===== src/sv/ile_pkg.sv =====
`timescale 1ns / 1ps
// shared types and codes for the indexed list engine
// no dependencies; used by the channel interfaces, the cell and the top level
package ile_pkg;

  localparam int REQ_W    = 3;
  localparam int PMODE_W  = 2;
  localparam int POS_W    = 7;
  localparam int DATA_W   = 32;
  localparam int STATUS_W = 2;
  localparam int RIDX_W   = 6;
  localparam int CNT_W    = 7;
  localparam int KEY_HALF_W = 16;

  typedef enum logic [REQ_W-1:0] {
    REQ_PUSH_FRONT = 3'd0,
    REQ_APPEND     = 3'd1,
    REQ_INSERT     = 3'd2,
    REQ_FIND       = 3'd3,
    REQ_CHANGE     = 3'd4,
    REQ_GET        = 3'd5,
    REQ_TAKE       = 3'd6,
    REQ_POP        = 3'd7
  } req_t;

  typedef enum logic [STATUS_W-1:0] {
    STAT_OK          = 2'd0,
    STAT_NOT_IN_LIST = 2'd1,
    STAT_FULL        = 2'd2
  } status_t;

  localparam logic [PMODE_W-1:0] PMODE_FIRST = 2'd1;
  localparam logic [PMODE_W-1:0] PMODE_LAST  = 2'd2;

  typedef enum logic [1:0] {
    CELL_HOLD       = 2'd0,
    CELL_SHIFT_DOWN = 2'd1,
    CELL_OPEN       = 2'd2,
    CELL_WRITE      = 2'd3
  } cell_op_t;

endpackage


===== src/sv/ile_cell.sv =====
`timescale 1ns / 1ps
// cell: holds a record; shift/open take a neighbor's, open/write take wr_data
// depends on ile_pkg for the cell command type
module ile_cell #(
  parameter int IDX_W        = 6,
  parameter int RECORD_WIDTH = 32,
  parameter int CELL_IDX     = 0
) (
  input  logic                    clk,
  input  ile_pkg::cell_op_t       op,
  input  logic [IDX_W-1:0]        sel_idx,
  input  logic [RECORD_WIDTH-1:0] wr_data,
  input  logic [RECORD_WIDTH-1:0] prev_rec,
  input  logic [RECORD_WIDTH-1:0] next_rec,
  output logic [RECORD_WIDTH-1:0] rec
);

  localparam logic [IDX_W-1:0] MY_IDX = IDX_W'(CELL_IDX);

  logic [RECORD_WIDTH-1:0] rec_r;
  logic [RECORD_WIDTH-1:0] rec_nxt;

  always_comb begin
    rec_nxt = rec_r;
    case (op)
      ile_pkg::CELL_SHIFT_DOWN: begin
        if (MY_IDX >= sel_idx) rec_nxt = next_rec;
      end
      ile_pkg::CELL_OPEN: begin
        if (MY_IDX > sel_idx) rec_nxt = prev_rec;
        else if (MY_IDX == sel_idx) rec_nxt = wr_data;
      end
      ile_pkg::CELL_WRITE: begin
        if (MY_IDX == sel_idx) rec_nxt = wr_data;
      end
      default: rec_nxt = rec_r;
    endcase
  end

  always_ff @(posedge clk) begin
    rec_r <= rec_nxt;
  end

  assign rec = rec_r;

endmodule


===== config.mk =====
export PLATFORM = sky130hd
export DESIGN_NAME = ile_cell
export DESIGN_NICKNAME = d
export VERILOG_FILES = /design/src/sv/ile_pkg.sv /design/src/sv/ile_cell.sv
export SDC_FILE = /design/constraint.sdc
export NUM_CORES = 1
export LEC_CHECK = 0
export BUFFER_PORTS_ARGS = -buffer_cell sky130_fd_sc_hd__buf_4
export CAP_MARGIN = 20
export CORE_MARGIN = 4
export CORE_UTILIZATION = 40
export DETAILED_ROUTE_END_ITERATION = 10
export PLACE_DENSITY = 0.82
export SKIP_LAST_GASP = 1
export SLEW_MARGIN = 20
export SYNTH_ARGS = -nofsm -noshare
export SYNTH_HDL_FRONTEND = slang
export SYNTH_SLANG_ARGS = --single-unit

===== constraint.sdc =====
create_clock -name clk -period 3.08 [get_ports clk]
set_clock_uncertainty 0.05 [all_clocks]
set_input_delay 0.616 -clock clk [delete_from_list [all_inputs] [get_ports clk]]
set_output_delay 0.616 -clock clk [all_outputs]
set_load 0.1 [all_outputs]

* After elaboration in Yosys (flattened, before gate mapping) *
Cells that the tools add are included.

storage, ports and cells
  output and inout port bits = 32
  flip-flop bits (word level) = 32
  logic and storage cells = 14

operators by class
  mux-type cells = 4
  order comparisons = 2
  equality and inequality tests = 4
  reductions and logical operators = 3

operators with widths
  operator                                             number
  two-way mux 32 bit                                   3
  one-hot mux 32 bit (3 select lines)                  1
  >= comparator 1 x 6 -> 1 bit (first input constant)  1
  > comparator 1 x 6 -> 1 bit (first input constant)   1
  logical NOT 6 bit                                    1
  == test 2 bit (second input constant)                2
  nonzero test 3 bit                                   1
  == test 2 x 1 -> 1 bit (second input constant)       1
  inequality test 2 bit (second input constant)        1
  AND reduction 2 bit                                  1

* Longest topological paths before layout *
  depth in word-level cells = 4
  depth in mapped cells = 4

* Worst setup path before layout *
Ideal clock, no wire load.

  path kind = input port to flip-flop
  start = in sel_idx[0]
  end = reg rec_r[0], in the netlist rec[0], enable pin
  path slack = 0.611 ns
  path buffers = 1
  arrival time = 2.028 ns
  stages on the path = 3
  cell sequence = nor4_4 > buf_2 > a31o_1

between the ends
  cells in the longest elaborated chain, start to end = 3

ends and longest elaborated chain
  item                                    RTL line        RTL
  from (decl)                             ile_cell.sv:11  input logic [IDX_W-1:0] sel_idx,
  >= comparator 1 x 6 -> 1 bit            ile_cell.sv:27  if (MY_IDX >= sel_idx) rec_nxt = next_rec;
  inequality test 2 bit (no source line)  -
  AND reduction 2 bit (no source line)    -
  to (signal assigned)                    ile_cell.sv:41  rec_r <= rec_nxt;
  to (decl)                               ile_cell.sv:20  logic [RECORD_WIDTH-1:0] rec_r;

Every way passes these cells.
A chain may end at the register's enable or synchronous reset.

* Worst setup path after layout *
  start = in sel_idx[0]
  end = reg rec_r[4], in the netlist rec[4], data pin

between the ends
  cells in the longest elaborated chain, start to end = 4
  elaborated cells between the ends (all ways) = 5
  those cells by class = order compare (1); mux (3); reduce/logical (1)

ends and longest elaborated chain
  item                                                                 RTL line        RTL
  branches (longest 3 deep; another with > comparator 1 x 6 -> 1 bit)  -
  one-hot mux 32 bit (3 select lines) *                                ile_cell.sv:25  case (op)
  net rec_nxt[4]                                                       ile_cell.sv:21  logic [RECORD_WIDTH-1:0] rec_nxt;

Mark *: on every way through the listed nets, which the timed path passes.

==> reports/metrics.yaml <==
area_growth_pct: 47.44
cts_tree: "done"
row_count: 23
mappedNetlistArea_mm2: 0.001762
hp-class: "reg2reg"
outcome: "finished clean"
cts_buffer_depth: 2
hold_buffers: 0
post-route-min-period_ps: 1889
cp.arrival_ps: 1810
syn_nets: 289
crit_path_cell_trace: "buf_4, or4_4, o21ai_1, a31oi_1"
avgSynthCellArea_um2: 9.574
overflow: 0
critPathKind: "in2reg"
routed_wl_um: 5330
grt_pass1_wl_um: 8314
setup_tns_ps: 0
drv_slew: 0
ant_nets: 0
final_nets: 385
drive_gt1_frac: 0.4209
syn_inst: 184
cts_max_level: 2
ys_types: 13
dieArea_mm2: 0.005530
final_common_cell: "buf_4"
grt_max_degree: 66
rsz0062_at_grt: "no"
ios: 137
firstDrtPassIters: 4
max_slew_margin: 0.5500
drt_iter0_markers: 142
cts_setup_buffers: 0
clock_latency_ps: 260
numClockSinks: 32
fin_crit_sh: 0.6134
numCtsBuffers: 5
fp.coreArea_mm2: 0.004115
synth_largest_area_cell: "edfxtp_1"
power_density_mw_per_mm2: 476.4
drc: 0
p_leak_uw: 0.001014
wl_per_cell_um: 16.25
track_usage: 0.1960
crit_family: "simple AND/OR/NAND/NOR gates"
slowest_stage: "or4_4"
diodes: 0
viasPerCell: 5.424
finalHoldViolCount: 0
synth.yosys.seq_area_share: 0.5455
die_w_um: 74.37
synth_top_area_share: 0.5455
vdd_drop_max_mv: 0.2658
synth_area_leaders: "edfxtp_1 55%, a31oi_1 11%, nand3_1 9.1%"
crit_buf_inv: 1
io_buffers: 104
slowest_delay_ps: 730
grt_pass1_vias: 1742
dp_hpwl_um: 3738
clk_pin_slew_ps: 60
gp_congestion: 0.7293
crit_path_end_kind: "flop"
largest_register_ffs: 32
synth_seq_cells: 32
clock.fmax_mhz: 529.3
crit_path_start_kind: "input pin"
die_h_um: 74.37
required_ps: 3000
root_buffer: "clkbuf_8"
hold_slack_ps: 618.8
cts_resized: 0
max_cap_viol_count: 0
tightestPinTransition_ps: 675.1
start_util: 0.4281
via_count: 1779
setup_viol: 0
yosys_warnings: 0
antenna_found_initial: 0
path_max_fanout: 32
[layout make-up]
cell class | instances | area, um2
fill | 368 | 1518
sequential | 32 | 960.9
timing repair buffer | 108 | 810.8
clock buffer | 5 | 68.82
tap | 50 | 62.56
multi-input combinational | 133 | 694.4
[cell usage after synthesis (all sizes together)]
| master | n |
|---|---|
| o21ai | 32 |
| or4 | 1 |
| a31oi | 32 |
| nor2 | 33 |
| buf | 6 |
| a31o | 1 |
| edfxtp | 32 |
| clkbuf | 13 |
| nor4 | 1 |
| or2 | 1 |
| nand3 | 32 |
[final timing paths]
kind                                        start                 to  slack (ps)  cells after the start
worst max-delay path                   sel_idx[0]   rec[4]$_DFFE_PP_        1190                      4
worst min-delay path            rec[17]$_DFFE_PP_  rec[17]$_DFFE_PP_         620                      2
worst max register to register   rec[4]$_DFFE_PP_   rec[4]$_DFFE_PP_        2100                      2
worst min register to register  rec[17]$_DFFE_PP_  rec[17]$_DFFE_PP_         620                      2
[worst register-to-register path, cell delays in order, from the launching register on]
cell and delay [ps]:
edfxtp_1 410, o21ai_1 110, a31oi_1 120
[report_power, final]
group / internal, uW / switching (uW)
Clock: 145 / 126
Sequential: 520 / 14.8
Combinational: 124 / 307
[per-stage QoR]
| step | setup slack (ps) | util | area (um2) | instances | total power, uW |
|---|---|---|---|---|---|
| 2_1_floorplan | 610.7 | - | 1762 | 184 | 839.5 |
| 3_3_place_gp | 955.2 | 0.6145 | 2529 | 323 | 969.4 |
| 3_5_place_dp | 930.7 | 0.6145 | 2529 | 323 | 976.4 |
| 4_1_cts | 1222 | 0.6312 | 2597 | 328 | 1253 |
| 5_1_grt | 1142 | 0.6312 | 2597 | 328 | 1298 |
| 6_report | 1191 | 0.6312 | 2597 | 328 | 1237 |
[per-layer routing]
layer	global-route usage	routed length, um
met5	0	0
met4	0.05731	51
met3	0.06081	378
met2	0.3317	2759
met1	0.2406	2140
[logic make-up after synthesis]
family,after synthesis,share of synthesized area
flip-flops,32,0.5455
buffers and inverters,19,0.06179
AO/OA/AOI/OAI,65,0.2095
AND/OR/NAND/NOR,68,0.1832
Note: power is estimated with default switching activity, not from simulation.
